==> config.mk <==
export PLATFORM = sky130hd
export DESIGN_NAME = jpeg_app_segment_extractor_unit
export DESIGN_NICKNAME = d
export VERILOG_FILES = /design/src/rtl/jase_pkg.sv /design/src/rtl/jase_in_stage.sv /design/src/rtl/jase_step.sv /design/src/rtl/jase_out_stage.sv /design/src/rtl/jpeg_app_segment_extractor_unit.sv
export SDC_FILE = /design/constraint.sdc
export NUM_CORES = 1
export LEC_CHECK = 0
export ABC_AREA = 0
export BUFFER_PORTS_ARGS = -buffer_cell sky130_fd_sc_hd__buf_2
export CAP_MARGIN = 30
export CORE_ASPECT_RATIO = 0.7
export CORE_MARGIN = 1
export CORE_UTILIZATION = 33
export CTS_CLUSTER_SIZE = 16
export DETAILED_ROUTE_END_ITERATION = 10
export PLACE_DENSITY = 0.55
export SKIP_CTS_REPAIR_TIMING = 1
export SYNTH_ARGS = -nofsm -noshare
export SYNTH_HDL_FRONTEND = slang
export SYNTH_SLANG_ARGS = --single-unit
==> constraint.sdc <==
create_clock -name aclk -period 4 [get_ports aclk]
set_input_delay 0.6 -clock aclk [delete_from_list [all_inputs] [get_ports aclk]]
set_output_delay 0.6 -clock aclk [all_outputs]
set_load 0.05 [all_outputs]
==> src/rtl/jase_pkg.sv <==
// shared types, constants and identifier table for the segment extractor
// no dependencies
package jase_pkg;

    localparam int ID_LENGTH = 10;

    localparam logic [7:0]  MARKER_PREFIX = 8'hFF;
    localparam logic [7:0]  SOI_CODE      = 8'hD8;
    localparam logic [7:0]  APP_MARKER_RESET = 8'hE0;

    // segment length must cover the length field and the identifier
    localparam logic [15:0] ID_COUNT       = 16'(ID_LENGTH);
    localparam logic [15:0] MIN_ID_SEG_LEN = 16'(ID_LENGTH + 2);
    localparam logic [15:0] LEN_FIELD_SIZE = 16'd2;

    // identifier bytes, positions past the stored ones compare against zero
    localparam logic [7:0] ID_TAB [16] = '{
        8'h51, 8'h75, 8'h69, 8'h63, 8'h6B, 8'h52, 8'h6F, 8'h75,
        8'h74, 8'h65, 8'h00, 8'h00, 8'h00, 8'h00, 8'h00, 8'h00
    };

    localparam logic [1:0] ST_OK        = 2'd0;
    localparam logic [1:0] ST_NOT_JPEG  = 2'd1;
    localparam logic [1:0] ST_TRUNCATED = 2'd2;
    localparam logic [1:0] ST_NO_DATA   = 2'd3;

    typedef struct packed {
        logic [7:0] data_byte;
        logic       last_byte;
    } item_t;

    typedef struct packed {
        logic [7:0] payload_byte;
        logic       payload_valid;
        logic       segment_last;
        logic       done_res;
        logic [1:0] status;
    } result_t;

endpackage

==> src/rtl/jase_in_stage.sv <==
// input register stage of the segment extractor
// depends on jase_pkg
module jase_in_stage (
    input  logic            aclk,
    input  logic            aresetn,
    input  logic            s_tvalid,
    output logic            s_tready,
    input  jase_pkg::item_t s_item,
    input  logic            take,
    output logic            item_valid,
    output jase_pkg::item_t item
);

    logic            valid_reg;
    jase_pkg::item_t item_reg;

    // no transfer is taken while reset is held
    assign s_tready   = aresetn && (!valid_reg || take);
    assign item_valid = valid_reg;
    assign item       = item_reg;

    always_ff @(posedge aclk) begin
        if (!aresetn) begin
            valid_reg <= 1'b0;
        end else if (s_tvalid && s_tready) begin
            valid_reg <= 1'b1;
        end else if (take) begin
            valid_reg <= 1'b0;
        end
    end

    always_ff @(posedge aclk) begin
        if (s_tvalid && s_tready) begin
            item_reg <= s_item;
        end
    end

endmodule

==> src/rtl/jase_step.sv <==
// per-byte parser: state registers and single-pass next-state logic
// depends on jase_pkg
module jase_step (
    input  logic              aclk,
    input  logic              aresetn,
    input  logic              cfg_write,
    input  logic [7:0]        cfg_marker,
    input  logic              fire,
    input  jase_pkg::item_t   item,
    output logic              has_result,
    output jase_pkg::result_t result
);

    typedef enum logic [2:0] {
        PH_SOI_HI,
        PH_SOI_LO,
        PH_SCAN,
        PH_LEN,
        PH_ID,
        PH_PAY,
        PH_SKIP,
        PH_REJECT
    } phase_t;

    phase_t      phase_reg, phase_next;
    logic [7:0]  first_reg, first_next;
    logic        half_reg, half_next;
    logic [15:0] seg_len_reg, seg_len_next;
    logic [15:0] left_reg, left_next;
    logic        id_match_reg, id_match_next;
    logic        found_reg, found_next;
    logic        failed_reg, failed_next;
    logic [7:0]  marker_reg;

    logic [15:0] seg_len_in;
    logic [15:0] left_dec;
    logic [15:0] id_pos;
    logic [15:0] remaining;
    logic        id_match_now;
    logic [15:0] short_left;

    assign seg_len_in = {first_reg, item.data_byte};
    assign left_dec   = (left_reg != 16'd0) ? left_reg - 16'd1 : left_reg;
    assign id_pos     = jase_pkg::ID_COUNT - left_reg;
    assign remaining  = seg_len_reg - jase_pkg::MIN_ID_SEG_LEN;
    assign short_left = (seg_len_in >= jase_pkg::LEN_FIELD_SIZE) ?
                        seg_len_in - jase_pkg::LEN_FIELD_SIZE : 16'd0;
    assign id_match_now = id_match_reg &&
                          (item.data_byte == jase_pkg::ID_TAB[id_pos[3:0]]);

    always_comb begin
        phase_next    = phase_reg;
        first_next    = first_reg;
        half_next     = half_reg;
        seg_len_next  = seg_len_reg;
        left_next     = left_reg;
        id_match_next = id_match_reg;
        found_next    = found_reg;
        failed_next   = failed_reg;
        result        = '0;

        case (phase_reg)
            PH_SOI_HI: begin
                first_next = item.data_byte;
                phase_next = PH_SOI_LO;
            end
            PH_SOI_LO: begin
                if (first_reg == jase_pkg::MARKER_PREFIX &&
                    item.data_byte == jase_pkg::SOI_CODE) begin
                    phase_next = PH_SCAN;
                    half_next  = 1'b0;
                end else begin
                    failed_next = 1'b1;
                    phase_next  = PH_REJECT;
                end
            end
            PH_SCAN: begin
                if (!half_reg) begin
                    first_next = item.data_byte;
                    half_next  = 1'b1;
                end else begin
                    half_next = 1'b0;
                    if (first_reg == jase_pkg::MARKER_PREFIX &&
                        item.data_byte == marker_reg) begin
                        phase_next = PH_LEN;
                    end
                end
            end
            PH_LEN: begin
                if (!half_reg) begin
                    first_next = item.data_byte;
                    half_next  = 1'b1;
                end else begin
                    half_next    = 1'b0;
                    seg_len_next = seg_len_in;
                    if (seg_len_in >= jase_pkg::MIN_ID_SEG_LEN) begin
                        left_next     = jase_pkg::ID_COUNT;
                        id_match_next = 1'b1;
                        phase_next    = PH_ID;
                    end else begin
                        left_next  = short_left;
                        phase_next = (short_left != 16'd0) ? PH_SKIP : PH_SCAN;
                    end
                end
            end
            PH_ID: begin
                id_match_next = id_match_now;
                left_next     = left_dec;
                if (left_dec == 16'd0) begin
                    left_next = remaining;
                    if (remaining == 16'd0) begin
                        phase_next = PH_SCAN;
                    end else begin
                        phase_next = id_match_now ? PH_PAY : PH_SKIP;
                    end
                end
            end
            PH_PAY: begin
                result.payload_byte  = item.data_byte;
                result.payload_valid = 1'b1;
                found_next           = 1'b1;
                left_next            = left_dec;
                if (left_dec == 16'd0) begin
                    result.segment_last = 1'b1;
                    phase_next          = PH_SCAN;
                end
            end
            PH_SKIP: begin
                left_next = left_dec;
                if (left_dec == 16'd0) begin
                    phase_next = PH_SCAN;
                end
            end
            PH_REJECT: begin
            end
            default: begin
            end
        endcase

        // end of file: report and re-arm for the next one
        if (item.last_byte) begin
            result.done_res = 1'b1;
            if (failed_next) begin
                result.status = jase_pkg::ST_NOT_JPEG;
            end else if (phase_next != PH_SCAN) begin
                result.status = jase_pkg::ST_TRUNCATED;
            end else if (found_next) begin
                result.status = jase_pkg::ST_OK;
            end else begin
                result.status = jase_pkg::ST_NO_DATA;
            end
            phase_next    = PH_SOI_HI;
            first_next    = 8'd0;
            half_next     = 1'b0;
            seg_len_next  = 16'd0;
            left_next     = 16'd0;
            id_match_next = 1'b1;
            found_next    = 1'b0;
            failed_next   = 1'b0;
        end
    end

    assign has_result = result.payload_valid || result.done_res;

    always_ff @(posedge aclk) begin
        if (!aresetn) begin
            phase_reg    <= PH_SOI_HI;
            first_reg    <= 8'd0;
            half_reg     <= 1'b0;
            seg_len_reg  <= 16'd0;
            left_reg     <= 16'd0;
            id_match_reg <= 1'b1;
            found_reg    <= 1'b0;
            failed_reg   <= 1'b0;
            marker_reg   <= jase_pkg::APP_MARKER_RESET;
        end else begin
            if (fire) begin
                phase_reg    <= phase_next;
                first_reg    <= first_next;
                half_reg     <= half_next;
                seg_len_reg  <= seg_len_next;
                left_reg     <= left_next;
                id_match_reg <= id_match_next;
                found_reg    <= found_next;
                failed_reg   <= failed_next;
            end
            if (cfg_write) begin
                marker_reg <= cfg_marker;
            end
        end
    end

endmodule

==> src/rtl/jase_out_stage.sv <==
// result register stage of the segment extractor
// depends on jase_pkg
module jase_out_stage (
    input  logic              aclk,
    input  logic              aresetn,
    input  logic              load,
    input  jase_pkg::result_t result,
    output logic              can_load,
    output logic              m_tvalid,
    input  logic              m_tready,
    output jase_pkg::result_t m_result
);

    logic              valid_reg;
    jase_pkg::result_t result_reg;

    assign can_load = !valid_reg || m_tready;
    assign m_tvalid = valid_reg;
    assign m_result = result_reg;

    always_ff @(posedge aclk) begin
        if (!aresetn) begin
            valid_reg <= 1'b0;
        end else if (load) begin
            valid_reg <= 1'b1;
        end else if (m_tready) begin
            valid_reg <= 1'b0;
        end
    end

    always_ff @(posedge aclk) begin
        if (load) begin
            result_reg <= result;
        end
    end

endmodule

==> src/rtl/jpeg_app_segment_extractor_unit.sv <==
// path: an input byte is registered in the input stage, and its result, if any,
//   is then loaded into the result register that drives the output
// throughput: one byte per cycle through the single-pass parser; bytes with no
//   result leave no output, a stalled result holds the input back
// reset: synchronous, active low; parser expects start of image, marker e0
// top level; depends on jase_pkg, jase_in_stage, jase_step, jase_out_stage
module jpeg_app_segment_extractor_unit (
    input  logic        aclk,
    input  logic        aresetn,
    // input byte stream
    input  logic        s_tvalid,
    output logic        s_tready,
    input  logic [7:0]  s_tdata,   // [7:0] data_byte
    input  logic        s_tlast,   // last_byte
    // extracted payload and final status
    output logic        m_tvalid,
    input  logic        m_tready,
    output logic [15:0] m_tdata,   // [7:0] payload_byte, [9:8] status, rest zero
    output logic        m_tlast,   // segment_last
    output logic [1:0]  m_tuser,   // [0] payload_valid, [1] done_res
    // application marker register
    input  logic        cfg_valid,
    output logic        cfg_ready,
    input  logic [7:0]  cfg_data
);

    jase_pkg::item_t   s_item;
    jase_pkg::item_t   item;
    jase_pkg::result_t result;
    jase_pkg::result_t m_result;
    logic              item_valid;
    logic              has_result;
    logic              out_free;
    logic              fire;

    // register writes are taken whenever reset is released
    assign cfg_ready = aresetn;

    assign s_item.data_byte = s_tdata;
    assign s_item.last_byte = s_tlast;

    // a byte moves on when its result, if any, has room in the result register
    assign fire = item_valid && (out_free || !has_result);

    jase_in_stage u_in (
        .aclk       (aclk),
        .aresetn    (aresetn),
        .s_tvalid   (s_tvalid),
        .s_tready   (s_tready),
        .s_item     (s_item),
        .take       (fire),
        .item_valid (item_valid),
        .item       (item)
    );

    jase_step u_step (
        .aclk       (aclk),
        .aresetn    (aresetn),
        .cfg_write  (cfg_valid && cfg_ready),
        .cfg_marker (cfg_data),
        .fire       (fire),
        .item       (item),
        .has_result (has_result),
        .result     (result)
    );

    jase_out_stage u_out (
        .aclk     (aclk),
        .aresetn  (aresetn),
        .load     (fire && has_result),
        .result   (result),
        .can_load (out_free),
        .m_tvalid (m_tvalid),
        .m_tready (m_tready),
        .m_result (m_result)
    );

    // pack the result transfer
    assign m_tdata = {6'd0, m_result.status, m_result.payload_byte};
    assign m_tlast = m_result.segment_last;
    assign m_tuser = {m_result.done_res, m_result.payload_valid};

endmodule

==> results.md, run 1 <==
* Status: finished, final reports clean
* Max incr delay on CP at 0.58 ns
* Initial Util at between 30% and 40%
* Critical Path End: u_out.m_result[0]
* Max frequency at about 290 MHz
* Nets at 653
* Via density at 5.777
* WL per Instance at roughly 19 um
* Headroom to the max-slew limit at 51.58%
* Commonest cells after routing, fill and taps aside: 57 x dfxtp_1, 45 x nor2b_1, 40 x nand2_1
* Slowest cell on crit path: or3b_2
* Ys async rst share at 0%
* Worst-margin pin slew at 0.7197 ns
* Logic pwr share at about an eighth
* Port Buf Inserts at 37
* Max Cap Violations at 0
* Worst setup SP type: flip-flop
* Vias in the first global route at 4313
* Setup CP Type: flip-flop to flip-flop
* Worst reg2reg path startpoint: u_step.left_reg[0]
* Filler Cell Count at roughly 1500
* CP Data Required Time at 4.08 ns
* Initial DRC count at 570
* Reg-to-reg endpoint: u_out.m_result[0]
* Rows at 37
* Post-route minimum period at roughly 3.5 ns
* Final Slew Violations at 0
* CTS tree: built
* Hold Path Class: primary input to flip-flop
* Root Driver: clkbuf_16
* Setup TNS at 0 ns
* Drt drc at 0
* Clk pwr share at 43.2%
* Clk sinks at 79
* Crit path from: u_step.left_reg[0]
* Prevailing post-synth register cell: dfxtp_1
* Worst-path fanout max at 9
* CTS Buf Count at 9
* Syn avg cell area at 8.478 um^2
* Int Power at 1.436 mW
* DRT Pass-1 Iters at 5
* Gr usage total at 19.94%
* Tot Pwr at 1.964 mW
* P&R area growth vs syn at 12.25%
* CP Depth at 10
* #FFs+latches synth at 79
* Arr. time, crit path at roughly 3.6 ns
* Critical path buffer and inverter count at 1
* Net Sw Frac at between 20% and 30%
* Max clock buf depth at 2
* Die area at 16110 um^2
* Fin crit share at 86.93%
* Hpwl dp at 11450 um
* Clock Skews at between 0.005 and 0.006 ns
* Htree depth at 3
* GRT overflow at 0
* Post-synth EDFFs at 22
* Synth unique cells at 74
* Reg2reg setup slack at 0.52 ns
* Die Y at 106.5 um
* Core area at 14950 um^2
* # diodes at 0
* Die width at 151.3 um
* Syn. warnings at 0
* Net switching power at 528.2 uW
* Final hold vios at 0
* # setup viols final at 0
* Cell Pwr Density at 340.0 nW/um^2
* Max VDD drop at 0.0001954 V
* Most common cell on crit path: nor4_4
* Post-Syn Area at around 5000 um^2
* GP Congestion at around 0.89
* ANT nets after route at 0
* Crit path max-delay family: simple AND/OR/NAND/NOR gates
* CP endpoint kind: flip-flop
* DRT Wirelength at 15410 um
* Ratio of cells with drive above 1 in the final layout at 13.92%
* R2R depth at 10
* RSZ-0062 raised after global routing: no
* Sequential element share of the synthesized area at 35.01%
* IO Count at 44
* Leakage at 2.185 nW
* Largest net degree at the start of global routing at 35
* Vias at 4737
* First-pass GRT wire length at 24380 um
* Clk_lat worst skew at 0.34 ns
* Post-Synthesis Cells at between 600 and 700
* Reg clk slew, reported paths at 0.06 ns
* Flop pwr share at around 44%
* Initial antenna violation count at 0
* Critical Path, Cell by Cell: inv_1 > ha_1 > or3b_2 > nor4_4 > or4_1 > nand3_1 > nor4_4 > nand2_1 > o21ai_1 > o32ai_1
* Most common cell after layout, fill and taps aside: dfxtp_1
-- metrics by stage --
step                      area [um^2]  setup WS (ns)  hold slack, ns  cells  util, %
after floorplan                  5165         0.6820          0.4374    612        -
after global placement           5449         0.6607          0.4546    802    36.44
after detailed placement         5464         0.5847          0.4561    804    36.54
final                            5777         0.5228          0.4283    820    38.63
after global routing             5777         0.3353          0.4147    820    38.63
after CTS                        5777         0.5277          0.4218    820    38.63
-- Yosys cell counts, drive strengths merged, types with 3 or more instances --
cell	instances	area share, %
o21ai	31	3.0
o41ai	4	0.68
a21o	5	0.73
a21boi	6	0.88
a22o	3	0.51
a211o	3	0.51
nor2	36	2.6
edfxtp	22	13
and2	12	1.5
xnor2	17	2.9
nor3	17	1.8
o311ai	3	0.51
clkbuf	43	3.1
nor2b	45	5.5
nand3	11	1.1
buf	14	1.9
nor4	15	2.4
a32oi	3	0.51
a211oi	5	0.73
o211ai	5	0.83
nor3b	5	0.73
a21oi	27	2.6
inv	13	0.95
nand2b	5	0.61
or3	7	0.85
or4	9	1.4
a22oi	26	3.8
xor2	15	2.6
mux2i	11	2.1
nand2	40	2.9
nor4b	3	0.51
o21a	3	0.44
dfxtp	57	22
and3	16	1.9
o221a	3	0.66
a31oi	7	0.85
nand4	12	1.5
mux2	3	0.66
ha	11	2.7
-- power groups by stage --
stage	Clock [mW]	Combinational, mW	Sequential, mW
after global placement	0	0.245	0.880
after detailed placement	0	0.247	0.880
final	0.849	0.251	0.864
after floorplan	0	0.185	0.876
after CTS	0.865	0.249	0.862
after global routing	0.907	0.271	0.866
-- worst min-delay path by stage --
stage,depth (start not counted),slack [ns],startpoint,to
6_report,1,0.43,s_tdata[3],u_in.item[4]
5_1_grt,1,0.41,s_tlast,u_in.item[0]
4_1_cts,1,0.42,s_tdata[3],u_in.item[4]
3_5_place_dp,2,0.46,u_step.found_reg,u_step.found_reg
3_3_place_gp,2,0.45,u_step.found_reg,u_step.found_reg
2_1_floorplan,2,0.44,u_step.failed_reg,u_step.failed_reg
-- metal layers --
layer	routed length, um	GRT usage, %
met1	7560	29.72
met3	1341	5.021
met5	0	0
met4	169	6.143
met2	6338	27.43
-- area by class of cell --
| type | instances | area (um^2) | area share [%] |
|---|---|---|---|
| multi-input cells | 463 | 3057 | 52.91 |
| flip-flops and latches | 79 | 1802 | 31.19 |
| repair buffers | 54 | 312.8 | 5.415 |
| clock buffers | 12 | 280.3 | 4.852 |
| well taps | 195 | 244.0 | 4.224 |
| inverters | 13 | 48.80 | 0.8447 |
| clock inverters | 4 | 32.53 | 0.5631 |
-- worst register-to-register path: stages, from the launching register on --
cell and delay [ns]:
dfxtp_1 0.31, inv_1 0.18, ha_1 0.25, or3b_2 0.58, nor4_4 0.38, or4_1 0.19, nand3_1 0.13, nor4_4 0.58
nand2_1 0.28, o21ai_1 0.24, o32ai_1 0.11
-- cells by family (layout without fill, tap and decap cells) --
kind of cell	after synthesis	in the layout	share of synthesized area, %
adder cells (fa/ha/maj)	11	11	2.674
AND/OR/NAND/NOR	240	240	26.38
multiplexers	14	14	2.796
XOR/XNOR	32	32	5.446
AO/OA/AOI/OAI	160	160	21.66
flip-flops	79	79	35.01
buffers and inverters	70	83	5.957
other	1	6	0.07287
Note: power is estimated with default switching activity, not from simulation.
==> run 2, diff against run 1 <==
==> constraint.sdc (replaced) <==
create_clock -name aclk -period 3.2 [get_ports aclk]
set_input_delay 0.48 -clock aclk [delete_from_list [all_inputs] [get_ports aclk]]
set_output_delay 0.48 -clock aclk [all_outputs]
set_load 0.05 [all_outputs]
==> results.md, run 2 (same netlist as run 1, synthesis figures left out) <==
* First-pass GRT wire length at 25130 um (+3.1%)
* Cell Pwr Density at 421.1 nW/um^2 (+24%)
* DRT Wirelength at 15880 um (+3.0%)
* Int Power at 1.859 mW (+29%)
* Hold Path Class: primary input to flip-flop
* GRT overflow at 0 (unchanged)
* Hold_ws at 0.3007 ns (-0.1276 ns)
* Fin crit share at 94.47% (+7.5 points)
* Core area at 14950 um^2 (unchanged)
* Reg-to-reg endpoint: u_step.left_reg[12]
* Net switching power at 699.2 uW (+32%)
* ANT nets after route at 0 (unchanged)
* Vias at 4957 (+4.6%)
* CTS tree: built
* IO Count at 44 (unchanged)
* Max frequency at 330.8 MHz (+15%)
* Inst Count DP at 835 (+3.9%)
* CP endpoint kind: flip-flop
* # setup viols final at 0 (unchanged)
* Setup TNS at 0 ns (unchanged)
* Die Y at 106.5 um (unchanged)
* Reg2reg setup slack at 0.18 ns (-0.35 ns)
* Clock Skews at 0.01052 ns (+0.005021 ns)
* Leakage at 2.375 nW (+8.7%)
* Nets at 687 (+5.2%)
* Largest net degree at the start of global routing at 42 (+20%)
* P&R area growth vs syn at 18.06%
* Post-route minimum period at 3.023 ns (-0.4542 ns)
* Via density at 5.804 (+0.48%)
* Final Slew Violations at 0 (unchanged)
* WL per Instance at 18.59 um (-1.1%)
* Logic pwr share at 13.9% (+1.1 points)
* Clk sinks at 79 (unchanged)
* # diodes at 0 (unchanged)
* Rows at 37 (unchanged)
* Clk_lat worst skew at 0.35 ns (about the same)
* Root Driver: clkbuf_16
* DRT Pass-1 Iters at 5 (unchanged)
* Arr. time, crit path at 3.28 ns (-0.28 ns)
* RSZ-0062 raised after global routing: no
* Status: finished, final reports clean
* Clk pwr share at 44.2% (+1.0 points)
* Max Cap Violations at 0 (unchanged)
* CP Data Required Time at 3.46 ns (-0.62 ns)
* CTS Buf Count at 9 (unchanged)
* Hold Path End: u_in.item[0]
* Worst-path fanout max at 6 (-3)
* Worst setup SP type: flip-flop
* Reg clk slew, reported paths at 0.07 ns (about the same)
* Flop pwr share at 41.9% (-2.1 points)
* Initial Util at 34.42% (unchanged)
* Initial antenna violation count at 0 (unchanged)
* Worst reg2reg path startpoint: u_step.left_reg[1]
* Die width at 151.3 um (unchanged)
* Hpwl dp at 11970 um (+4.5%)
* Max clock buf depth at 2 (unchanged)
* Max incr delay on CP at 0.35 ns (-0.23 ns)
* Vias in the first global route at 4512 (+4.6%)
* Htree depth at 3 (unchanged)
* Headroom to the max-slew limit at 53.48% (+1.9 points)
* Most common cell after layout, fill and taps aside: dfxtp_1
* Setup CP Type: flip-flop to flip-flop
* Crit path from: u_step.left_reg[1]
* Drt drc at 0 (unchanged)
* Most common cell on crit path: buf_4
* Worst-margin pin slew at 0.6963 ns (-0.02342 ns)
* Net Sw Frac at 27.33% (+0.44 points)
* GP Congestion at 0.8937 (about the same)
* Final hold vios at 0 (unchanged)
* Die area at 16110 um^2 (unchanged)
* Ratio of cells with drive above 1 in the final layout at 19.88% (+6.0 points)
* Commonest cells after routing, fill and taps aside: 55 x dfxtp_1, 51 x buf_4, 45 x nor2b_1
* Max VDD drop at 0.0002504 V (+28%)
* Critical Path, Cell by Cell: inv_2 > ha_1 > buf_4 > nor3b_2 > buf_4 > nand4_1 > mux2i_2 > nand3_1 > nor4_4 > buf_4 > and2_1 > mux2_2 > o21ai_0
* Initial DRC count at 450 (-21%)
* Gr usage total at 20.45% (+0.51 points)
* WHS Path Cells at 1 (unchanged)
* R2R depth at 13 (+3)
* Cell Count, Final, Fillers Out at 854 (+4.1%)
* Seq. cell area at 1804 um^2 (+0.14%)
* Slowest cell on crit path: dfxtp_2
* Port Buf Inserts at 37 (unchanged)
* Area of the multi-input gates at 3084 um^2 (+0.90%)
* Min-Delay Startpoint: s_tlast
* Filler Cell Count at 1467 (-3.2%)
run 2: through the flow:
stage	cell area (um^2)	power, mW	util, %	worst slack, ns
final	6076	2.558	40.63	0.1770
after global routing	6076	2.643	40.63	0.01107
after global placement	5695	1.426	38.09	0.1579
after floorplan	5172	1.327	-	0.02478
after CTS	6030	2.546	40.32	0.03324
after detailed placement	5703	1.430	38.14	0.08073
run 2: worst max-delay path by stage:
stage / endpoint / slack (ns) / cells past startpoint
after floorplan: u_out.m_result[1] / 0.02 / 11
after global placement: u_step.left_reg[12] / 0.16 / 11
after detailed placement: u_out.m_result[0] / 0.08 / 11
after CTS: u_step.left_reg[12] / 0.03 / 10
after global routing: u_step.left_reg[1] / 0.01 / 8
final: u_step.left_reg[12] / 0.18 / 13
run 2: critical path, delay by kind of cell, from the launching register on:
family | cells | cell delay, ns
AOI/OAI and AO/OA | 1 | 0.16
adders and majority gates | 1 | 0.18
buffers and inverters | 4 | 0.58
DFF | 1 | 0.35
muxes | 2 | 0.64
and+or+nand+nor | 5 | 1.02
run 2: layout make-up:
type,instances,area share [%]
Timing Repair Buffer,88,9.349
Multi-Input combinational cell,463,50.76
Sequential cell,79,29.70
Clock buffer,10,4.119
Inverter,13,0.8031
Tap cell,195,4.016
Clock inverter,6,1.256
run 2: power by group through the flow:
stage,registers (mW),clock network [mW],logic (mW)
final,1.07,1.13,0.356
after global routing,1.07,1.19,0.383
after CTS,1.07,1.14,0.340
after detailed placement,1.09,0,0.337
after global placement,1.09,0,0.334
after floorplan,1.10,0,0.232
run 2: layer usage:
layer  global-route usage, %  vias to the layer above  part of all wire [%]
li1                        -                     2318                     -
met1                   31.56                     2397                    50
met2                   27.69                      216                    40
met3                   4.592                       26                   8.3
met4                   5.286                        0                   1.3
met5                       0                        -                     0
==> run 3, diff against run 2 <==
--- a/config.mk
+++ b/config.mk
@@ -11,9 +11,11 @@
 export CORE_ASPECT_RATIO = 0.7
 export CORE_MARGIN = 1
 export CORE_UTILIZATION = 33
+export CTS_BUF_LIST = sky130_fd_sc_hd__clkbuf_8
 export CTS_CLUSTER_SIZE = 16
 export DETAILED_ROUTE_END_ITERATION = 10
 export PLACE_DENSITY = 0.55
+export RECOVER_POWER = 50
 export SKIP_CTS_REPAIR_TIMING = 1
 export SYNTH_ARGS = -nofsm -noshare
 export SYNTH_HDL_FRONTEND = slang
==> results.md, run 3 (same netlist as run 1, synthesis figures left out) <==
* Status: finished, final reports clean
* Ratio of cells with drive above 1 in the final layout at 17.00% (-2.9 points)
* Commonest cells after routing, fill and taps aside: 55 x dfxtp_1, 50 x buf_4, 45 x nor2b_1
* Initial antenna violation count at 0 (unchanged)
* Seq. cell area at 1804 um^2 (unchanged)
* Final hold vios at 0 (unchanged)
* Largest net degree at the start of global routing at 42 (unchanged)
* Initial DRC count at 483 (+7.3%)
* Vias at 4932 (-0.50%)
* Setup CP Type: flip-flop to flip-flop
* Worst-path fanout max at 6 (unchanged)
* Nets at 687 (unchanged)
* Arr. time, crit path at 3.31 ns (+0.03 ns)
* Reg clk slew, reported paths at 0.10 ns (+0.03 ns)
* Max frequency at 330.4 MHz (-0.12%)
* Clock Skews at 0.01362 ns (+0.003102 ns)
* Tot Pwr at 2.297 mW (-10%)
* R2R depth at 13 (unchanged)
* Fin crit share at 94.58% (+0.11 points)
* GP Congestion at 0.8937 (unchanged)
* Leakage at 2.269 nW (-4.4%)
* Final Slew Violations at 0 (unchanged)
* Core area at 14950 um^2 (unchanged)
* Max clock buf depth at 2 (unchanged)
* # setup viols final at 0 (unchanged)
* First-pass GRT wire length at 24910 um (-0.88%)
* Area of the multi-input gates at 3084 um^2 (unchanged)
* Dpl cell area at 5703 um^2 (unchanged)
* Vias in the first global route at 4492 (-0.44%)
* Inst Count DP at 835 (unchanged)
* Drt drc at 0 (unchanged)
* Clk sinks at 79 (unchanged)
* Max Cap Violations at 0 (unchanged)
* Cell Count, Final, Fillers Out at 854 (unchanged)
* IO Count at 44 (unchanged)
* Clk_lat worst skew at 0.36 ns (about the same)
* WL per Instance at 18.47 um (-0.65%)
* Gr usage total at 20.16% (-0.29 points)
* Max VDD drop at 0.0001788 V (-29%)
* Hpwl dp at 11970 um (unchanged)
* Critical Path End: u_step.left_reg[12]
* CTS Buf Count at 9 (unchanged)
* Via density at 5.775 (-0.50%)
* Root Driver: clkbuf_8
* Final Instance Area at 5953 um^2 (-2.0%)
* CP Data Required Time at 3.48 ns (+0.02 ns)
* GRT overflow at 0 (unchanged)
* Die area at 16110 um^2 (unchanged)
* Crit path from: u_step.left_reg[1]
* Post-route minimum period at 3.027 ns (+0.003569 ns)
* Worst setup SP type: flip-flop
* Setup TNS at 0 ns (unchanged)
* CP endpoint kind: flip-flop
* Initial Util at 34.42% (unchanged)
* Most common cell after layout, fill and taps aside: dfxtp_1
* Cell Pwr Density at 385.9 nW/um^2 (-8.3%)
* RSZ-0062 raised after global routing: no
* Reg-to-reg endpoint: u_step.left_reg[12]
* P&R area growth vs syn at 15.68%
* Headroom to the max-slew limit at 3.910% (-50 points)
* Worst reg2reg path startpoint: u_step.left_reg[1]
* DRT Pass-1 Iters at 5 (unchanged)
* Reg2reg setup slack at 0.17 ns (about the same)
* Rows at 37 (unchanged)
* Hold Path Class: primary input to flip-flop
* Port Buf Inserts at 37 (unchanged)
* # diodes at 0 (unchanged)
* Htree depth at 3 (unchanged)
* Worst-margin pin slew at 1.441 ns (+0.7450 ns)
* ANT nets after route at 0 (unchanged)
* Die width at 151.3 um (unchanged)
* Die Y at 106.5 um (unchanged)
* CTS tree: built
* Filler Cell Count at 1490 (+1.6%)
* DRT Wirelength at 15770 um (-0.65%)
[run 3: changes by cell type in the layout (fill, tap and decap cells not counted)]
cell       before  now
and2_0          0    1
and2_1         11   10
buf_2          37   19
buf_4          51   50
bufinv_16       1    2
clkbuf_1        0   19
clkbuf_16      10    0
clkbuf_8        0    9
[run 3: final cells by class]
class                           count  share of cell area [%]
Multi-Input combinational cell    463                   51.81
Tap cell                          195                   4.098
Clock buffer                        9                   2.081
Timing Repair Buffer               88                   9.100
Inverter                           13                  0.8197
Clock inverter                      7                   1.786
Sequential cell                    79                   30.31
[run 3: worst min-delay path by stage]
stage | start | endpoint | slack [ns] | cells past startpoint
2_1_floorplan | u_step.failed_reg | u_step.failed_reg | 0.44 | 2
3_3_place_gp | u_step.found_reg | u_step.found_reg | 0.45 | 2
3_5_place_dp | u_step.failed_reg | u_step.failed_reg | 0.46 | 2
4_1_cts | s_tlast | u_in.item[0] | 0.27 | 1
5_1_grt | s_tdata[3] | u_in.item[4] | 0.27 | 1
6_report | s_tlast | u_in.item[0] | 0.28 | 1
[run 3: power by group]
part	switching [mW]	internal (mW)
registers	0.0217	1.05
clock network	0.417	0.456
logic	0.215	0.139
[run 3: metal layers]
metal,vias to the layer above,wire length [um],track usage (%)
li1,2318,-,-
met1,2405,7869,31.51
met2,191,6487,27.56
met3,18,1249,3.734
met4,0,167,4.857
met5,-,0,0
[run 3: through the flow]
step,hold WS (ns),worst slack (ns),util (%)
2_1_floorplan,0.4374,0.02478,-
3_3_place_gp,0.4535,0.1579,38.09
3_5_place_dp,0.4633,0.08073,38.14
4_1_cts,0.2728,0.02761,39.68
5_1_grt,0.2654,0.007639,39.81
6_report,0.2829,0.1735,39.81
[run 3: critical path: stages, from the launching register on]
cell	delay, ns
dfxtp_2	0.36
inv_2	0.11
ha_1	0.18
buf_4	0.12
nor3b_2	0.25
buf_4	0.17
nand4_1	0.11
mux2i_2	0.30
nand3_1	0.20
nor4_4	0.30
buf_4	0.19
and2_1	0.17
mux2_2	0.34
o21ai_0	0.15
